**src/hw/rtl/ifsb_pkg.sv**
```systemverilog
// Shared constants, item types and helper functions of the inertial/camera sync buffer.
package ifsb_pkg;

  localparam int SAMPLE_DEPTH     = 32;
  localparam int FRAME_DEPTH      = 8;
  localparam int WEIGHT_FRAC_BITS = 16;

  localparam int SAW = (SAMPLE_DEPTH > 1) ? $clog2(SAMPLE_DEPTH) : 1;
  localparam int FAW = (FRAME_DEPTH > 1) ? $clog2(FRAME_DEPTH) : 1;
  localparam int SCW = $clog2(SAMPLE_DEPTH + 1);
  localparam int FCW = $clog2(FRAME_DEPTH + 1);
  localparam int JW  = (SCW > FCW) ? SCW : FCW;
  localparam int WW  = WEIGHT_FRAC_BITS + 1;

  typedef enum logic [1:0] {
    KIND_SAMPLE  = 2'd0,
    KIND_FRAME   = 2'd1,
    KIND_REQUEST = 2'd2,
    KIND_UNUSED  = 2'd3
  } kind_t;

  typedef enum logic [2:0] {
    ST_EMPTY     = 3'd0,
    ST_NO_EARLY  = 3'd1,
    ST_WAIT      = 3'd2,
    ST_TOO_FEW   = 3'd3,
    ST_DELIVERED = 3'd4
  } status_t;

  typedef enum logic [1:0] {
    REG_IMU_RATE = 2'd0,
    REG_CAM_RATE = 2'd1
  } reg_index_t;

  typedef struct packed {
    logic [1:0]         kind;
    logic [47:0]        stamp;
    logic signed [31:0] time_offset;
    logic [31:0]        interval;
    logic signed [31:0] gyro_x;
    logic signed [31:0] gyro_y;
    logic signed [31:0] gyro_z;
    logic signed [31:0] accel_x;
    logic signed [31:0] accel_y;
    logic signed [31:0] accel_z;
    logic [15:0]        image_tag;
  } in_item_t;

  typedef struct packed {
    logic [2:0]         result_status;
    logic [15:0]        frame_tag;
    logic [47:0]        sample_time;
    logic [31:0]        sample_interval;
    logic signed [31:0] rate_x;
    logic signed [31:0] rate_y;
    logic signed [31:0] rate_z;
    logic signed [31:0] force_x;
    logic signed [31:0] force_y;
    logic signed [31:0] force_z;
    logic               last_in_run;
  } out_item_t;

  typedef struct packed {
    logic [1:0]  index;
    logic [15:0] data;
  } cfg_item_t;

  typedef struct packed {
    logic [47:0] stamp;
    logic [31:0] interval;
    logic [31:0] gx;
    logic [31:0] gy;
    logic [31:0] gz;
    logic [31:0] ax;
    logic [31:0] ay;
    logic [31:0] az;
  } sample_t;

  typedef struct packed {
    logic [47:0] stamp;
    logic [15:0] tag;
  } frame_t;

  function automatic logic [31:0] sat32(logic [47:0] v);
    return (v[47:32] != 16'd0) ? 32'hFFFF_FFFF : v[31:0];
  endfunction

  function automatic logic [31:0] chan(sample_t s, logic [2:0] k);
    logic [31:0] v;
    case (k)
      3'd0:    v = s.gx;
      3'd1:    v = s.gy;
      3'd2:    v = s.gz;
      3'd3:    v = s.ax;
      3'd4:    v = s.ay;
      default: v = s.az;
    endcase
    return v;
  endfunction

endpackage

```
**src/hw/rtl/ifsb_wdiv.sv**
```systemverilog
// Restoring divider for the interpolation weight, one quotient bit per cycle.
module ifsb_wdiv (
  input  logic                    clk,
  input  logic                    rst_n,
  input  logic                    start,
  input  logic [47:0]             num,
  input  logic [47:0]             den,
  output logic                    done,
  output logic [ifsb_pkg::WW-1:0] wgt
);

  localparam int CW = $clog2(ifsb_pkg::WW + 1);

  logic                    busy_r;
  logic                    done_r;
  logic [CW-1:0]           cnt_r;
  logic [48:0]             rem_r;
  logic [47:0]             den_r;
  logic [ifsb_pkg::WW-1:0] q_r;
  logic [49:0]             shl;
  logic                    ge;
  logic [ifsb_pkg::WW:0]   qr;

  assign shl  = {rem_r, 1'b0};
  assign ge   = shl >= {2'b00, den_r};
  assign qr   = {1'b0, q_r} + 1'b1;
  assign wgt  = qr[ifsb_pkg::WW:1];
  assign done = done_r;

  always_ff @(posedge clk) begin
    if (!rst_n) begin
      busy_r <= 1'b0;
      done_r <= 1'b0;
      cnt_r  <= '0;
    end else begin
      done_r <= 1'b0;
      if (start) begin
        busy_r <= 1'b1;
        cnt_r  <= '0;
      end else if (busy_r) begin
        cnt_r <= cnt_r + 1'b1;
        if (cnt_r == CW'(ifsb_pkg::WW - 1)) begin
          busy_r <= 1'b0;
          done_r <= 1'b1;
        end
      end
    end
  end

  always_ff @(posedge clk) begin
    if (start) begin
      rem_r <= {1'b0, num};
      den_r <= den;
      q_r   <= '0;
    end else if (busy_r) begin
      rem_r <= ge ? 49'(shl - {2'b00, den_r}) : shl[48:0];
      q_r   <= {q_r[ifsb_pkg::WW-2:0], ge};
    end
  end

endmodule

```
**config.mk**
```make
export PLATFORM = sky130hd
export DESIGN_NAME = ifsb_wdiv
export DESIGN_NICKNAME = d
export VERILOG_FILES = /design/src/hw/rtl/ifsb_pkg.sv /design/src/hw/rtl/ifsb_wdiv.sv
export SDC_FILE = /design/constraint.sdc
export NUM_CORES = 1
export LEC_CHECK = 0
export ABC_AREA = 1
export ABC_CLOCK_PERIOD_IN_PS = 3200
export BUFFER_PORTS_ARGS = -buffer_cell sky130_fd_sc_hd__buf_2
export CAP_MARGIN = 30
export CORE_ASPECT_RATIO = 0.9
export CORE_UTILIZATION = 60
export CTS_BUF_LIST = sky130_fd_sc_hd__clkbuf_8 sky130_fd_sc_hd__clkbuf_16
export DETAILED_ROUTE_END_ITERATION = 7
export PLACE_DENSITY = 0.82
export SLEW_MARGIN = 15
export SYNTH_ARGS = -nofsm -noshare
export SYNTH_HDL_FRONTEND = slang
export SYNTH_SLANG_ARGS = --single-unit
```
**constraint.sdc**
```tcl
create_clock -name clk -period 3.2 [get_ports clk]
set_input_delay 0.16 -clock clk [delete_from_list [all_inputs] [get_ports clk]]
set_output_delay 0.16 -clock clk [all_outputs]
set_load 0.03 [all_outputs]
```
==> results_dict.tcl, run 1 <==
set metrics [dict create \
    grt_pass1_wl_um 51260 \
    clkTransAtPathRegs_ps 60 \
    ir_drop_uv 396.9 \
    reg2regPathDepth 14 \
    synth_ff_type "edfxtp_1" \
    diodes 0 \
    die_w_um 138.4 \
    cts_buffers 17 \
    cp_cell_sequence "ha_1 -> nand2_1 -> nand2_1 -> nand2_1 -> nand2_1 -> inv_1 -> nand3_2 -> nand2_1 -> nand2_1 -> nand2_2 -> buf_4 -> nand4_1 -> nand3_1 -> nand2_1" \
    worstPathMaxFanout 47 \
    grt_pass1_vias 10052 \
    cts_root_buf "clkbuf_16" \
    grt_antenna_before_repair 0 \
    p_per_area_nw_per_um2 616.7 \
    crit_top_cell "nand2_1" \
    synthCells 1557 \
    final.setup.worst_slack_ps 123.0 \
    rr_startpoint "rem_r[6]" \
    slew_headroom 0.5514 \
    cts_hold_buf 60 \
    intPower_mw 4.157 \
    gp_congestion 0.9757 \
    yosysWarningCount 0 \
    async_reset_ff_frac 0 \
    power_frac_clock 0.255 \
    synthDistinctLibCells 39 \
    hp-class "in2reg" \
    rrSetupSlack_ps 120 \
    maxCapViolations 0 \
    cts.repair.resized 0 \
    worstSetupPathType "reg2reg" \
    synth_common_cells "591 x nand2_1, 361 x inv_1, 98 x nand3_1" \
    comb_power_share 0.462 \
    die_height_um 124.7 \
    swShare 0.4361 \
    slowest_stage "buf_4" \
    dp_hpwl_um 22390 \
    grt_overflow 0 \
    report.final.setup_viol 0 \
    drcViolationCount 13 \
    ctsHtreeMaxLevel 4 \
    slowest_delay_ps 510 \
    ant_nets 0 \
    ys_ff_latch 121 \
    hold_viol 0 \
    num_rows 44 \
    syn_nets 1708 \
    die_area_um2 17260 \
    min_period_over_period 0.9616 \
    cp.arrival_ps 3270 \
    fmax_ghz 0.3250 \
    wire_per_inst_um 16.65 \
    clockBufferDepth 2 \
    cts_setup_buffers 0 \
    yosysMostFrequentCell "nand2_1" \
    dp_slack_ps 299.5 \
    synth_edf_count 96 \
    vias_per_cell 5.384 \
    io_buffers 116 \
    initial_core_util 0.6183 \
    grt_util_all_layers 0.3823 \
    p_sw_mw 3.215 \
    drtIter0Drc 1019 \
    yosys.area.top_type "edfxtp_1" \
    avgSynthCellArea_um2 6.449 \
    ys_seq_area_frac 0.3369 \
    outcome "finished with violations" \
    syn_to_final_growth_pct 19.04 \
    drt_wl_total_um 32480 \
    failed_checks "DRC" \
    rsz0062_at_grt "false" \
    final.fill_count 1228 \
    nets 1882 \
    setup_tns_ps 0 \
    required_ps 3390 \
    worst_slew_pin_slew_ps 672.9 \
    firstDrtPassIters 8 \
    pwr-share-seq 0.283 \
    drv_slew 0 \
    timing.rr.end "rem_r[45]" \
    fin_worst_skew_ps 17.71 \
    leakage_nw 6.623 \
    worstSetupEndpointType "flop" \
    worstHoldStart "num[31]" \
    startpoint_type "flop" \
    yosysTopAreaCellShare 0.2871 \
    post-route-min-period_ps 3077 \
    cts_sinks 121 \
    io-pin-count 117 \
    route.vias.total 10505 \
    synth_area_leaders "edfxtp_1 29%, nand2_1 22%, inv_1 13%" \
    tritoncts "yes" \
    hold_path_depth 3 \
    grt_max_degree 60 \
    drive_above_1_share 0.1067 \
    core_um2 16240 \
    clock_latency_ps 440 \
    netlist_area_um2 10040 \
    min_to "rem_r[31]" \
]
-- worst max-delay path: cells and delay by family (launching register included) --
family	cells	cell delay (ps)
DFF	1	410
adders and majority gates	1	370
buffers and inverters	2	590
and+or+nand+nor	11	1400
-- state kept, by name (all words and copies together), names as in the netlist --
| register | cells |
|---|---|
| q_r | 17 |
| den_r | 48 |
| rem_r | 49 |
| busy_r | 1 |
| done | 1 |
| cnt_r | 5 |
-- logic make-up after synthesis --
| kind of cell | synth area share |
|---|---|
| buf+inv | 0.1584 |
| fa+ha+maj | 0.06555 |
| simple gates | 0.3732 |
| compound gates | 0.03103 |
| xor+xnor | 0.03489 |
| flops | 0.3369 |
-- final cells by class --
class | instances | area [um2] | area share
clock buffer | 18 | 439.2 | 0.03674
inverter | 367 | 1378 | 0.1153
timing repair buffer | 189 | 1306 | 0.1093
sequential | 121 | 3383 | 0.2831
multi-input combinational | 1035 | 5075 | 0.4246
tap | 207 | 259.0 | 0.02167
clock inverter | 14 | 112.6 | 0.009421
-- routing by layer --
metal | up-vias | track usage | share of wire | routed length (um)
li1 | 5132 | - | - | -
met1 | 4709 | 0.4944 | 0.42 | 13570
met2 | 580 | 0.6384 | 0.46 | 15060
met3 | 84 | 0.07497 | 0.093 | 3009
met4 | 0 | 0.1302 | 0.026 | 841
met5 | - | 0 | 0 | 0
-- worst max-delay path by stage --
stage,to,cells after the start,startpoint,slack (ps)
finish,rem_r[45],14,rem_r[6],120
CTS,rem_r[43],14,rem_r[6],240
detailed placement,rem_r[1],14,rem_r[6],300
floorplan,rem_r[0],4,start,730
global placement,rem_r[33],14,rem_r[8],430
global route,rem_r[45],14,rem_r[6],70
-- cell usage in the layout (no fill, tap or decap), types with 8 or more instances in the layout --
| master | instances |
|---|---|
| clkbuf_16 | 17 |
| buf_4 | 12 |
| a21oi_1 | 28 |
| nor2_1 | 97 |
| nor3_1 | 8 |
| dfxtp_1 | 25 |
| buf_2 | 115 |
| nand3_1 | 98 |
| nand2_1 | 591 |
| o22ai_1 | 15 |
| nand4_1 | 60 |
| dlygate4sd3_1 | 60 |
| xor2_1 | 17 |
| inv_1 | 362 |
| xnor2_1 | 23 |
| ha_1 | 51 |
| edfxtp_1 | 96 |
-- power by group through the flow --
stage	sequential [mW]	combinational, mW	clock (mW)
after floorplan	2.07	2.35	0
after global placement	2.09	3.13	0
after detailed placement	2.10	3.21	0
after CTS	2.08	3.31	1.85
after global routing	2.10	3.76	1.93
final	2.09	3.41	1.88
-- metrics by stage --
step / hold slack, ps / utilization / cells / power [mW] / area [um2]
global route: 10.41 / 0.7360 / 1951 / 7.803 / 11950
global placement: 335.9 / 0.6650 / 1859 / 5.224 / 10800
detailed placement: 338.1 / 0.6650 / 1859 / 5.307 / 10800
CTS: 1.003 / 0.7360 / 1951 / 7.236 / 11950
finish: 6.085 / 0.7360 / 1951 / 7.372 / 11950
floorplan: 258.9 / - / 1557 / 4.426 / 10040
Power figures use the tool's default switching activity.
==> run 2: changes to the inputs <==
--- a/config.mk
+++ b/config.mk
@@ -5,12 +5,11 @@
 export SDC_FILE = /design/constraint.sdc
 export NUM_CORES = 1
 export LEC_CHECK = 0
-export ABC_AREA = 1
 export ABC_CLOCK_PERIOD_IN_PS = 3200
 export BUFFER_PORTS_ARGS = -buffer_cell sky130_fd_sc_hd__buf_2
 export CAP_MARGIN = 30
 export CORE_ASPECT_RATIO = 0.9
-export CORE_UTILIZATION = 60
+export CORE_UTILIZATION = 59
 export CTS_BUF_LIST = sky130_fd_sc_hd__clkbuf_8 sky130_fd_sc_hd__clkbuf_16
 export DETAILED_ROUTE_END_ITERATION = 7
 export PLACE_DENSITY = 0.82
==> run 2 against run 1 <==
Effect of this change:
- design area down 12%
- the flow now finishes without violations
- clock skew down 4.2 ps
- first-iteration DRC count down 33%
- fmax down 1.4%
- critical path depth unchanged
- critical endpoint is now rem_r[46]
- largest power group unchanged
==> results_dict.tcl, run 2 <==
set metrics [dict create \
    yosysMostFrequentCell "edfxtp_1" \
    wire_per_inst_um 17.73 \
    worstSetupEndpointType "flop" \
    ctsHtreeMaxLevel 4 \
    largest_reg_flops 49 \
    io-pin-count 117 \
    die_height_um 115.1 \
    hold_viol 0 \
    diodes 0 \
    route.vias.total 7666 \
    nets 1231 \
    leakage_nw 4.628 \
    vias_per_cell 5.980 \
    netlist_area_um2 8383 \
    intPower_mw 4.717 \
    report.final.setup_viol 0 \
    syn_to_final_growth_pct 25.30 \
    largestRegisters "rem_r (49), den_r (48), q_r (17)" \
    drive_above_1_share 0.2260 \
    cts_buffers 17 \
    slew_headroom 0.4819 \
    grt_util_all_layers 0.3146 \
    initial_core_util 0.6158 \
    worst_slew_pin_slew_ps 776.0 \
    grt_max_degree 64 \
    worstSetupPathType "reg2reg" \
    final_common_cell "buf_2" \
    synthDistinctLibCells 71 \
    dp_hpwl_um 14910 \
    hp-class "in2reg" \
    layoutNonFillerInstCount 1282 \
    ys_seq_area_frac 0.4036 \
    grt_overflow 0 \
    die_area_um2 14690 \
    grt_pass1_vias 7435 \
    clock_latency_ps 440 \
    maxCapViolations 0 \
    comb_power_share 0.479 \
    drv_slew 0 \
    firstDrtPassIters 6 \
    io_buffers 116 \
    dp.cells 1190 \
    core_um2 13610 \
    tritoncts "yes" \
    outcome "finished clean" \
    grt_antenna_before_repair 0 \
    required_ps 3380 \
    async_reset_ff_frac 0 \
    power_frac_clock 0.238 \
    dpl_cell_area_um2 9245 \
    swShare 0.3937 \
    layout_common_cells "115 x buf_2, 96 x edfxtp_1, 79 x nor2_1, 76 x a21oi_1, 65 x inv_1" \
    largest-register "rem_r" \
    seqCellArea_um2 3383 \
    ys_ff_latch 121 \
    cp.arrival_ps 3310 \
    num_rows 40 \
    p_per_area_nw_per_um2 740.6 \
    synth_area_leaders "edfxtp_1 34%, ha_1 7.6%, dfxtp_1 6.0%" \
    fmax_ghz 0.3203 \
    synthCells 899 \
    drt_wl_total_um 22730 \
    post-route-min-period_ps 3122 \
    die_w_um 127.6 \
    synth_common_cells "96 x edfxtp_1, 81 x a21oi_1, 80 x nor2_1" \
    yosysTopAreaCellShare 0.3439 \
    worstPathMaxFanout 8 \
    cts_root_buf "clkbuf_16" \
    drtIter0Drc 682 \
    startpoint_type "flop" \
    syn_nets 1050 \
    min_period_over_period 0.9757 \
    gp_congestion 0.9583 \
    pwr-share-seq 0.283 \
    setup_tns_ps 0 \
    rrSetupSlack_ps 80 \
    cts_sinks 121 \
    final.setup.worst_slack_ps 77.78 \
    clkTransAtPathRegs_ps 60 \
    yosys.area.top_type "edfxtp_1" \
    final_cell_area_um2 10500 \
    final.fill_count 947 \
    fin_worst_skew_ps 13.50 \
    p_sw_mw 3.062 \
    avgSynthCellArea_um2 9.325 \
    synth_ff_type "edfxtp_1" \
    yosysWarningCount 0 \
    drcViolationCount 0 \
    p_total_mw 7.779 \
    ant_nets 0 \
    ir_drop_uv 522.4 \
    clockBufferDepth 2 \
    multi_input_area_um2 4647 \
    grt_pass1_wl_um 35770 \
    dp_slack_ps 66.93 \
    synth_edf_count 96 \
]
-- run 2: cell count changes after synthesis, sizes merged, moves of 29 or more --
cell | previous run | this run
inv | 364 | 65
o21ai | 5 | 52
a21oi | 29 | 84
nand3 | 101 | 21
nand2 | 596 | 62
nand4 | 60 | 23
a21o | 0 | 29
-- run 2: final timing paths --
| path | from | end | cells after the start |
|---|---|---|---|
| setup / recovery | rem_r[0] | rem_r[46] | 14 |
| hold / removal | num[7] | rem_r[7] | 3 |
| setup reg to reg | rem_r[0] | rem_r[46] | 14 |
| hold reg to reg | busy_r | done | 2 |
-- run 2: power by group through the flow --
| stage | Sequential (mW) | Combinational (mW) | Clock [mW] |
|---|---|---|---|
| finish | 2.20 | 3.73 | 1.85 |
| global route | 2.22 | 4.05 | 1.92 |
| CTS | 2.19 | 3.49 | 1.85 |
| detailed placement | 2.21 | 3.40 | 0 |
| global placement | 2.20 | 3.32 | 0 |
| floorplan | 2.16 | 2.57 | 0 |
-- run 2: cells by family after synthesis --
family / Yosys count / share of synthesized area
compound gates: 249 / 0.1927
flops: 121 / 0.4036
simple gates: 272 / 0.1630
fa+ha+maj: 52 / 0.07851
mux: 39 / 0.04925
buf+inv: 110 / 0.05448
xor+xnor: 56 / 0.05851
-- run 2: through the flow --
| step | util | hold slack (ps) |
|---|---|---|
| 2_1_floorplan | - | 258.9 |
| 3_3_place_gp | 0.6791 | 336.3 |
| 3_5_place_dp | 0.6791 | 338.1 |
| 4_1_cts | 0.7603 | 7.355 |
| 5_1_grt | 0.7716 | 14.48 |
| 6_report | 0.7716 | 14.23 |
-- run 2: final cells by class --
cell class / count / share of cell area
Inverter: 65 / 0.02323
Sequential cell: 121 / 0.3221
Multi-Input combinational cell: 669 / 0.4424
Clock inverter: 12 / 0.008219
Timing Repair Buffer: 206 / 0.1360
Clock buffer: 20 / 0.04550
Tap cell: 189 / 0.02251
-- run 2: timing repair --
action | 4_1_cts | 5_1_grt
setup buffers | 0 | 5
endpoints found under the setup margin | 0 | 40
endpoints found under the hold margin | 54 | 0
hold buffers | 54 | 0
gates resized for setup | 0 | 31
-- run 2: routing by layer --
layer  GRT usage  up-vias  wire length [um]
met5           0        -                 0
met4      0.1200        0               578
met3     0.06933       52              1734
met2      0.5290      360             10800
met1      0.3996     3602              9611
li1            -     3652                 -
-- run 2: worst max-delay path, stage by stage (launching register included) --
cell      delay (ps)
edfxtp_1         390
inv_1             80
fa_2             400
nand2b_4         150
a21o_1           220
a211oi_2         310
o211a_1          220
nor3_4            60
buf_4            170
o21ai_4          280
buf_6            180
buf_4            120
nand3_1           90
o211ai_1         120
a21oi_1           90
