===== src/hw/rtl/ifsb_ram.sv =====
// Generic single-write, single-read synchronous RAM with registered read data.
module ifsb_ram #(
  parameter int W = 8,
  parameter int D = 2
) (
  input  logic                              clk,
  input  logic                              we,
  input  logic [((D > 1) ? $clog2(D) : 1)-1:0] waddr,
  input  logic [W-1:0]                      wdata,
  input  logic                              re,
  input  logic [((D > 1) ? $clog2(D) : 1)-1:0] raddr,
  output logic [W-1:0]                      rdata
);

  logic [W-1:0] mem [D];

  always_ff @(posedge clk) begin
    if (we) begin
      mem[waddr] <= wdata;
    end
    if (re) begin
      rdata <= mem[raddr];
    end
  end

endmodule


===== config.mk =====
export PLATFORM = sky130hd
export DESIGN_NAME = ifsb_ram
export DESIGN_NICKNAME = d
export VERILOG_FILES = /design/src/hw/rtl/ifsb_ram.sv
export SDC_FILE = /design/constraint.sdc
export NUM_CORES = 1
export LEC_CHECK = 0
export BUFFER_PORTS_ARGS = -buffer_cell sky130_fd_sc_hd__buf_2
export CORE_AREA = 2 2 44 46
export CTS_BUF_LIST = sky130_fd_sc_hd__clkbuf_8
export CTS_CLUSTER_DIAMETER = 60
export CTS_CLUSTER_SIZE = 8
export DETAILED_ROUTE_END_ITERATION = 16
export DIE_AREA = 0 0 46 48
export PLACE_DENSITY_LB_ADDON = 0.3
export SLEW_MARGIN = 40
export SYNTH_ARGS = -nofsm -noshare
export SYNTH_HDL_FRONTEND = slang
export SYNTH_SLANG_ARGS = --single-unit
export TNS_END_PERCENT = 100

===== constraint.sdc =====
create_clock -name clk -period 1.4 [get_ports clk]
set_clock_uncertainty 0.05 [all_clocks]
set_input_delay 0.28 -clock clk [delete_from_list [all_inputs] [get_ports clk]]
set_output_delay 0.28 -clock clk [all_outputs]
set_load 0.05 [all_outputs]

==> flow_metrics.tcl, run 1 <==
set metrics [dict create \
    synth_top_family_by_area "multiplexers" \
    vias_in_the_first_global_route 353 \
    global_route.overflow_total 0 \
    die-width_microns 46 \
    cts_max_level 1 \
    groute.layer.met1.usage_pct 11.9 \
    critical-path-slowest-cell "edfxtp_1" \
    setup_repair_after_global_routing_missed_its_margin "false" \
    final-setup-viol-count 0 \
    synth.area.mux_share_pct 13.9 \
    clock.fmax_mhz 863 \
    num_rows 15 \
    worst-setup-path-type "flop to primary output" \
    slew_at_the_pin_closest_to_its_max_slew_limit_ns 0.359 \
    max_cap_violations 0 \
    number_of_antenna_violations_at_the_first_check_in_global_routing 0 \
    synth-seq-cells 24 \
    die-area_sq_um 2210 \
    synth.yosys.seq_area_share_pct 83.4 \
    outcome "complete, no violations" \
    cell_accounting_for_the_most_synthesized_area "edfxtp_1" \
    share_of_post_route_cells_with_drive_strength_above_1_pct 55.2 \
    worst_setup_hold_path_clk_slew_ns 0.08 \
    max-slew-margin-rel_pct 76.1 \
    timing.final.ws_setup_ns 0.241 \
    post-route-drc-count 0 \
    synth-warning-count 0 \
    peakVddDrop_uv 800 \
    cp.arrival_ns 0.83 \
    grt_start_max_net_pins 13 \
    ant_nets 0 \
    clock-sinks 24 \
    syn_inst 35 \
    detail_route.iter0.violations 5 \
    globalRouteMet2Util_pct 14.7 \
    areaGrowthSynthToFinish_pct 18.4 \
    cp.required_ns 1.07 \
    hold_path.class "input pin to flop" \
    vias_per_cell 4.92 \
    grt.met3_usage_pct 3.40 \
    clock_tree_from_tritoncts "yes" \
    critPathMaxStageDelay_ns 0.32 \
    tns_ns 0 \
    max_slew_violations 0 \
    cp-start-kind "flop" \
    groute.usage.overall_pct 9.82 \
    grt_most_used_layer "met2" \
    dieHeight_microns 48 \
    critical_path_peak_fanout 1 \
    wire_per_inst_microns 12.2 \
    p_per_area_nw_per_um2 1360 \
    ordered_cell_list_for_the_critical_path "buf_2" \
    cts.path.max_buffers 2 \
    synth_xor_xnor_area_share_pct 0 \
    synth.cell_area_sq_um 865 \
    initial_utilization_pct 51.2 \
    minimum_hold_slack_ns 0.156 \
    detail_route.first_pass.iterations 2 \
    boundary_pins 21 \
    endpoint_kind "primary output" \
    avgSynthCellArea_sq_um 24.7 \
    worstSkewPairLatency_ns 0.26 \
    synth_top_area_share_pct 83.4 \
    core_area_sq_um 1690 \
    gpl.final_weighted_congestion 0.615 \
    power.leakage_nw 0.404 \
    timing.final.crit_period_ns 1.16 \
    cts_hold_buf 0 \
    finalWirelength_microns 915 \
    synth_simple_gate_area_share_pct 1.45 \
    path_buf_inv 1 \
    clk_root_buffer_cell "clkbuf_8" \
    via_count 369 \
    area_fraction_in_compound_gates_after_synthesis_pct 0 \
    antenna_diode_count 0 \
    grt_first_pass_wirelength_microns 1430 \
    post_synth_cell_types 5 \
    synth_fa_ha_area_share_pct 0 \
    placement.setup.worst_slack_ns 0.243 \
    postCtsSetupRepairBufs 0 \
    finish.net_count 73 \
    final-hold-violation-count 0 \
    dominant_delay_contributor_by_cell_family_on_the_critical_path "flip-flops" \
    number_of_clock_buffers_inserted_by_tritoncts 3 \
    synth.net_count 48 \
    final_min_period_over_clock_period_pct 82.8 \
    post_cts_resized 0 \
    ys_top_cells_by_area "edfxtp_1 83%, mux2_4 14%, buf_6 1.3%" \
    finalPower_w 0.00139 \
    io_buffers 20 \
]
-- kinds of logic after synthesis --
kind of cell,after synthesis
and+or+nand+nor,2
buffers and inverters,1
muxes,8
DFF,24
-- through the flow --
step | cells | cell area (sq um) | utilization, %
2_1_floorplan | 35 | 865 | -
3_3_place_gp | 72 | 982 | 58.1
3_5_place_dp | 72 | 982 | 58.1
4_1_cts | 75 | 1020 | 60.6
5_1_grt | 75 | 1020 | 60.6
6_report | 75 | 1020 | 60.6
-- cells in the mapped netlist (all sizes together) --
master  count
and2        1
nor2b       1
mux2        8
edfxtp     24
buf         1
-- layer usage --
metal	up-vias	share of wire, %
met4	0	0
li1	183	-
met1	169	44
met3	0	7.9
met5	-	0
met2	17	48
-- path summary, 6_finish.rpt --
kind	startpoint	end	slack (ns)	cells past startpoint
min reg2reg	mem[0][0]$_DFFE_PP_	rdata[0]$_DFFE_PP_	0.50	1
max	rdata[5]$_DFFE_PP_	rdata[5]	0.24	1
min	wdata[4]	mem[1][4]$_DFFE_PP_	0.16	1
max reg2reg	mem[0][7]$_DFFE_PP_	rdata[7]$_DFFE_PP_	0.46	1
-- power by group --
group	total [W]	internal [W]	leakage (nW)	switching, W
Combinational	0.000150	0.0000567	0.154	0.0000938
Clock	0.000380	0.000192	0.0216	0.000188
Sequential	0.000859	0.000848	0.228	0.0000113
-- registers in the layout, summed over array words and instances, names as in the netlist --
name	cells
mem	16
rdata	8
-- layout make-up --
type	instances	area [sq um]
clock buffers	3	41.3
fillers	129	666
repair buffers	21	108
flip-flops and latches	24	721
multi-input cells	10	133
well taps	17	21.3
-- layout by cell type, fill, tap and decap left out, drive strengths merged --
cell     n
nor2b    1
mux2     8
edfxtp  24
and2     1
buf     21
clkbuf   3
No activity file was read; power rests on OpenSTA's default activity.
==> run 2, diff against run 1 <==
--- a/config.mk
+++ b/config.mk
@@ -5,13 +5,14 @@
 export SDC_FILE = /design/constraint.sdc
 export NUM_CORES = 1
 export LEC_CHECK = 0
+export ABC_AREA = 1
 export BUFFER_PORTS_ARGS = -buffer_cell sky130_fd_sc_hd__buf_2
-export CORE_AREA = 2 2 44 46
+export CORE_AREA = 2 2 45 47
 export CTS_BUF_LIST = sky130_fd_sc_hd__clkbuf_8
 export CTS_CLUSTER_DIAMETER = 60
 export CTS_CLUSTER_SIZE = 8
 export DETAILED_ROUTE_END_ITERATION = 16
-export DIE_AREA = 0 0 46 48
+export DIE_AREA = 0 0 47 49
 export PLACE_DENSITY_LB_ADDON = 0.3
 export SLEW_MARGIN = 40
 export SYNTH_ARGS = -nofsm -noshare
==> constraint.sdc (replaced) <==
create_clock -name clk -period 1 [get_ports clk]
set_clock_uncertainty 0.05 [all_clocks]
set_input_delay 0.2 -clock clk [delete_from_list [all_inputs] [get_ports clk]]
set_output_delay 0.2 -clock clk [all_outputs]
set_load 0.05 [all_outputs]
==> flow_metrics.tcl, run 2 <==
set metrics [dict create \
    outcome "finished with violations" \
    violated_checks "setup timing" \
    critical_path.reg2reg.startpoint "mem[0][1]$_DFFE_PP_" \
    cp.required_ns 0.75 \
    placed_insts 101 \
    cts.path.max_buffers 2 \
    switchingPower_w 0.000430 \
    worst-setup-path-type "flop to primary output" \
    synth-seq-cells 24 \
    clk_root_buffer_cell "clkbuf_8" \
    worstSkewPairLatency_ns 0.26 \
    synth_flop_cell "edfxtp_1" \
    cp-start-kind "flop" \
    grt_start_max_net_pins 13 \
    final_cell_area_sq_um 1060 \
    placed_cell_areas_sq_um 973 \
    critical_path_peak_fanout 1 \
    max-slew-margin-rel_pct 79.9 \
    dieHeight_microns 49 \
    boundary_pins 21 \
    critPathMaxStageDelay_ns 0.38 \
    footprint_of_the_multi_input_gates_sq_um 100 \
    core_area_sq_um 1840 \
    seq_power_share_pct 61.6 \
    cts_hold_buf 0 \
    ys_top_cells_by_area "edfxtp_1 86%, nand2_1 11%, buf_6 1.3%" \
    most_frequently_used_cell_type_in_the_post_synthesis_netlist "nand2_1" \
    max_cap_violations 0 \
    sequential_cell_area_sq_um 721 \
    clock_tree_from_tritoncts "yes" \
    synth.net_count 67 \
    worst-r2r-cell-count 2 \
    reg_top3 "mem x16, rdata x8" \
    gpl.final_weighted_congestion 0.645 \
    path_buf_inv 1 \
    io_buffers 20 \
    tns_ns -0.418 \
    detail_route.first_pass.iterations 2 \
    post-route-drc-count 0 \
    ordered_cell_list_for_the_critical_path "buf_6" \
    via_count 441 \
    die-width_microns 47 \
    worst_hold_startpoint "wdata[0]" \
    detail_route.iter0.violations 1 \
    finalWirelength_microns 1050 \
    timing.final.ws_setup_ns -0.0573 \
    number_of_clock_buffers_inserted_by_tritoncts 3 \
    worstHoldPathCells 1 \
    avgSynthCellArea_sq_um 15.6 \
    p_per_area_nw_per_um2 1840 \
    critical-path-slowest-cell "edfxtp_1" \
    power.leakage_nw 0.444 \
    vias_in_the_first_global_route 394 \
    number_of_antenna_violations_at_the_first_check_in_global_routing 0 \
    initial_utilization_pct 45.7 \
    endpoint_kind "primary output" \
    synth_top_area_share_pct 85.7 \
    layout_commonest_cell "nand2_1" \
    cell_accounting_for_the_most_synthesized_area "edfxtp_1" \
    cts_max_level 1 \
    syn_inst 54 \
    postCtsSetupRepairBufs 0 \
    largest_register_ff_count 16 \
    clock-sinks 24 \
    num_rows 16 \
    hold_path.class "input pin to flop" \
    cp.arrival_ns 0.81 \
    instance_count_on_the_critical_path 1 \
    clock.fmax_mhz 946 \
    areaGrowthSynthToFinish_pct 26.6 \
    groute.usage.overall_pct 10.2 \
    setup_repair_after_global_routing_missed_its_margin "true" \
    p_int_w 0.00153 \
    synth_edf_count 24 \
    vias_per_cell 4.24 \
    wire_per_inst_microns 10.1 \
    max_slew_violations 0 \
    non_filler_cells_final 104 \
    layout.cells.most_common_list "25 x nand2_1, 24 x edfxtp_1, 12 x buf_2" \
    final_min_period_over_clock_period_pct 106 \
    antenna_diode_count 0 \
    grt_first_pass_wirelength_microns 1610 \
    dominant_delay_contributor_by_cell_family_on_the_critical_path "flip-flops" \
    timing.final.crit_period_ns 1.06 \
    worst_setup_hold_path_clk_slew_ns 0.07 \
    synth_async_sr_flop_share_pct 0 \
    peakVddDrop_uv 1080 \
    synth.yosys.seq_area_share_pct 85.7 \
    sw_frac_of_total_pct 21.9 \
    final-hold-violation-count 0 \
    post_synth_cell_types 6 \
    largest_register "mem" \
    synth_commonest_cells "25 x nand2_1, 24 x edfxtp_1, 2 x inv_1" \
    power_share_of_the_combinational_group_pct 11.1 \
    clock_power_share_pct 27.3 \
    die-area_sq_um 2300 \
    n_fill_cell 160 \
    share_of_post_route_cells_with_drive_strength_above_1_pct 33.8 \
    synth.cell_area_sq_um 841 \
    final-setup-viol-count 8 \
    critical_path.startpoint "rdata[6]$_DFFE_PP_" \
    ant_nets 0 \
    slew_at_the_pin_closest_to_its_max_slew_limit_ns 0.301 \
    synth-warning-count 0 \
    finish.net_count 92 \
    global_route.overflow_total 0 \
]
-- run 2: cell types whose count changed in the layout (fill, tap and decap cells not counted), sizes merged --
cell	previous run	this run
nor2b	1	0
mux2	8	0
and2	1	0
nand2	0	25
inv	0	3
nor2	0	1
-- run 2: power by group through the flow --
stage | clock network [W] | registers [W] | logic [W]
after floorplan | 0 | 0.00131 | 0.0000471
after global placement | 0 | 0.00122 | 0.000189
after detailed placement | 0 | 0.00123 | 0.000193
after CTS | 0.000550 | 0.00121 | 0.000221
after global routing | 0.000597 | 0.00121 | 0.000234
final | 0.000536 | 0.00121 | 0.000218
-- run 2: worst paths after layout --
kind,slack [ns],endpoint
hold / removal,0.08,mem[1][0]$_DFFE_PP_
hold reg to reg,0.47,rdata[3]$_DFFE_PP_
setup / recovery,-0.06,rdata[6]
setup reg to reg,0.19,rdata[1]$_DFFE_PP_
-- run 2: layer usage --
metal	up-vias	share of wire, %	track usage (%)
met5	-	0	0
met3	4	3.8	2.22
li1	228	-	-
met4	0	2.6	8.33
met2	14	51	15.8
met1	195	42	11.5
-- run 2: logic make-up after synthesis --
| family | Yosys count | synth area share, % |
|---|---|---|
| flops | 24 | 85.7 |
| buf+inv | 4 | 2.68 |
| simple gates | 26 | 11.6 |
-- run 2: layout make-up --
cell class	count	area share, %
sequential	24	67.7
timing repair buffer	21	14.8
multi-input combinational	26	9.40
clock buffer	3	3.88
tap	27	3.17
inverter	3	1.06
-- run 2: stage by stage --
stage          hold WS, ns  total power (W)  setup slack [ns]  util (%)
6_report            0.0766          0.00196           -0.0573      57.8
5_1_grt             0.0720          0.00204           -0.0948      57.8
4_1_cts             0.0744          0.00198           -0.0679      57.8
3_5_place_dp         0.344          0.00142            0.0185      52.9
3_3_place_gp         0.340          0.00141            0.0541      52.9
2_1_floorplan        0.249          0.00135             0.143         -
-- run 2: repair_timing --
item                                    in CTS  in global routing
gates resized for setup                     16                  0
endpoints found under the setup margin       8                  8
gates cloned                                 0                  0
==> run 3, diff against run 2 <==
--- a/config.mk
+++ b/config.mk
@@ -14,6 +14,7 @@
 export DETAILED_ROUTE_END_ITERATION = 16
 export DIE_AREA = 0 0 47 49
 export PLACE_DENSITY_LB_ADDON = 0.3
+export SETUP_SLACK_MARGIN = 0.4
 export SLEW_MARGIN = 40
 export SYNTH_ARGS = -nofsm -noshare
 export SYNTH_HDL_FRONTEND = slang
==> flow_metrics.tcl, run 3 (synthesis results as in run 2) <==
set metrics [dict create \
    outcome "finished with violations" \
    violated_checks "setup timing" \
    reg_top3 "mem x16, rdata x8" \
    post-route-drc-count 0 \
    hold_path.class "input pin to flop" \
    ant_nets 0 \
    worstHoldPathCells 1 \
    endpoint_kind "primary output" \
    wire_per_inst_microns 10.3 \
    worst-r2r-cell-count 2 \
    non_filler_cells_final 106 \
    layout.cells.most_common_list "24 x nand2_1, 24 x edfxtp_1, 10 x buf_2" \
    grt_start_max_net_pins 14 \
    power.leakage_nw 0.464 \
    slew_at_the_pin_closest_to_its_max_slew_limit_ns 0.242 \
    cp.required_ns 0.75 \
    max_slew_violations 0 \
    max-slew-margin-rel_pct 83.8 \
    worst-setup-path-type "flop to primary output" \
    num_rows 16 \
    groute.usage.overall_pct 12.0 \
    dieHeight_microns 49 \
    clock.fmax_mhz 940 \
    clock-sinks 24 \
    critical-path-slowest-cell "edfxtp_1" \
    cts.path.max_buffers 2 \
    setup_repair_after_global_routing_missed_its_margin "true" \
    number_of_clock_buffers_inserted_by_tritoncts 3 \
    die-width_microns 47 \
    path_buf_inv 1 \
    detail_route.iter0.violations 19 \
    timing.final.crit_period_ns 1.06 \
    placed_cell_areas_sq_um 1010 \
    vias_in_the_first_global_route 437 \
    share_of_post_route_cells_with_drive_strength_above_1_pct 38.0 \
    final-setup-viol-count 8 \
    placement.setup.worst_slack_ns -0.000391 \
    clock_tree_from_tritoncts "yes" \
    dominant_delay_contributor_by_cell_family_on_the_critical_path "flip-flops" \
    final-hold-violation-count 0 \
    worst_hold_startpoint "wdata[3]" \
    worstSkewPairLatency_ns 0.26 \
    antenna_diode_count 0 \
    grt_first_pass_wirelength_microns 1860 \
    worst_setup_hold_path_clk_slew_ns 0.08 \
    boundary_pins 21 \
    critPathMaxStageDelay_ns 0.39 \
    largest_register "mem" \
    critical_path.reg2reg.startpoint "mem[0][1]$_DFFE_PP_" \
    n_fill_cell 152 \
    via_count 460 \
    r2r_slack_ns 0.22 \
    p_per_area_nw_per_um2 1760 \
    peakVddDrop_uv 975 \
    detail_route.first_pass.iterations 4 \
    cp-start-kind "flop" \
    placed_insts 101 \
    cts_hold_buf 0 \
    io_buffers 20 \
    initial_utilization_pct 45.7 \
    global_route.overflow_total 0 \
    gpl.final_weighted_congestion 0.654 \
    cts_max_level 1 \
    critical_path_peak_fanout 1 \
    timing.rr.end "rdata[1]$_DFFE_PP_" \
    vias_per_cell 4.34 \
    timing.final.ws_setup_ns -0.0634 \
    largest_register_ff_count 16 \
    finalWirelength_microns 1100 \
    final_cell_area_sq_um 1150 \
    ordered_cell_list_for_the_critical_path "buf_6" \
    max_cap_violations 0 \
    final_min_period_over_clock_period_pct 106 \
    finish.net_count 93 \
    number_of_antenna_violations_at_the_first_check_in_global_routing 0 \
    clk_root_buffer_cell "clkbuf_8" \
    tns_ns -0.456 \
    dpl.hpwl_microns 769 \
    hold_path_end "mem[0][3]$_DFFE_PP_" \
    layout.core_utilization_pct 62.5 \
    core_area_sq_um 1840 \
    cp.arrival_ns 0.81 \
    areaGrowthSynthToFinish_pct 36.9 \
    die-area_sq_um 2300 \
]
## run 3: changes by cell type in the layout (fill, tap and decap cells not counted)
cell,previous run,this run
buf_8,0,1
inv_1,2,0
nand2_1,25,24
nor2_4,0,1
clkinv_8,0,1
inv_2,1,0
inv_6,0,1
buf_12,0,1
buf_6,8,9
buf_2,12,10
nand2_8,0,1
nor2_2,1,0
clkinv_1,0,1
inv_8,0,1
## run 3: per-layer routing
metal  GRT usage [%]  vias up  part of all wire [%]
met5               0        -                     0
met4            11.1        0                   4.7
met3            3.70        4                   4.7
met2            16.2       17                    48
met1            14.4      206                    43
li1                -      233                     -
## run 3: worst max-delay path by stage
stage                       start             endpoint  slack [ns]  cells past startpoint
2_1_floorplan  rdata[0]$_DFFE_PP_             rdata[0]        0.15                      0
3_3_place_gp                   we  mem[0][4]$_DFFE_PP_        0.03                      3
3_5_place_dp                   we  mem[0][6]$_DFFE_PP_     -0.0004                      3
4_1_cts        rdata[4]$_DFFE_PP_             rdata[4]       -0.07                      1
5_1_grt        rdata[4]$_DFFE_PP_             rdata[4]        -0.1                      1
6_report       rdata[4]$_DFFE_PP_             rdata[4]       -0.06                      1
## run 3: worst register-to-register path: stages, from the launching register on
cell	delay, ns
edfxtp_1	0.38
nand2_1	0.07
nand2_1	0.05
## run 3: power breakdown
part	switching, W	total [W]	internal (W)
Combinational	0.000155	0.000253	0.0000982
Sequential	0.0000207	0.00121	0.00119
Clock	0.000288	0.000562	0.000274
Total	0.000464	0.00202	0.00156
## run 3: area by class of cell
cell class,instances,area (sq um),share of cell area (%)
Clock buffer,3,41.3,3.59
Clock inverter,1,3.75,0.326
Inverter,3,36.3,3.15
Multi-Input combinational cell,26,121,10.5
Sequential cell,24,721,62.6
Tap cell,27,33.8,2.93
Timing Repair Buffer,22,194,16.8
## run 3: repair_timing
item,in CTS,in global routing
pin swaps,1,3
endpoints found under the setup margin,32,24
resized for setup,23,2
setup buffers,1,0
## run 3: metrics by stage
stage	power [W]	hold slack (ns)
after detailed placement	0.00144	0.342
after global placement	0.00143	0.341
after CTS	0.00202	0.0718
final	0.00202	0.0724
after floorplan	0.00137	0.249
after global routing	0.00210	0.0606
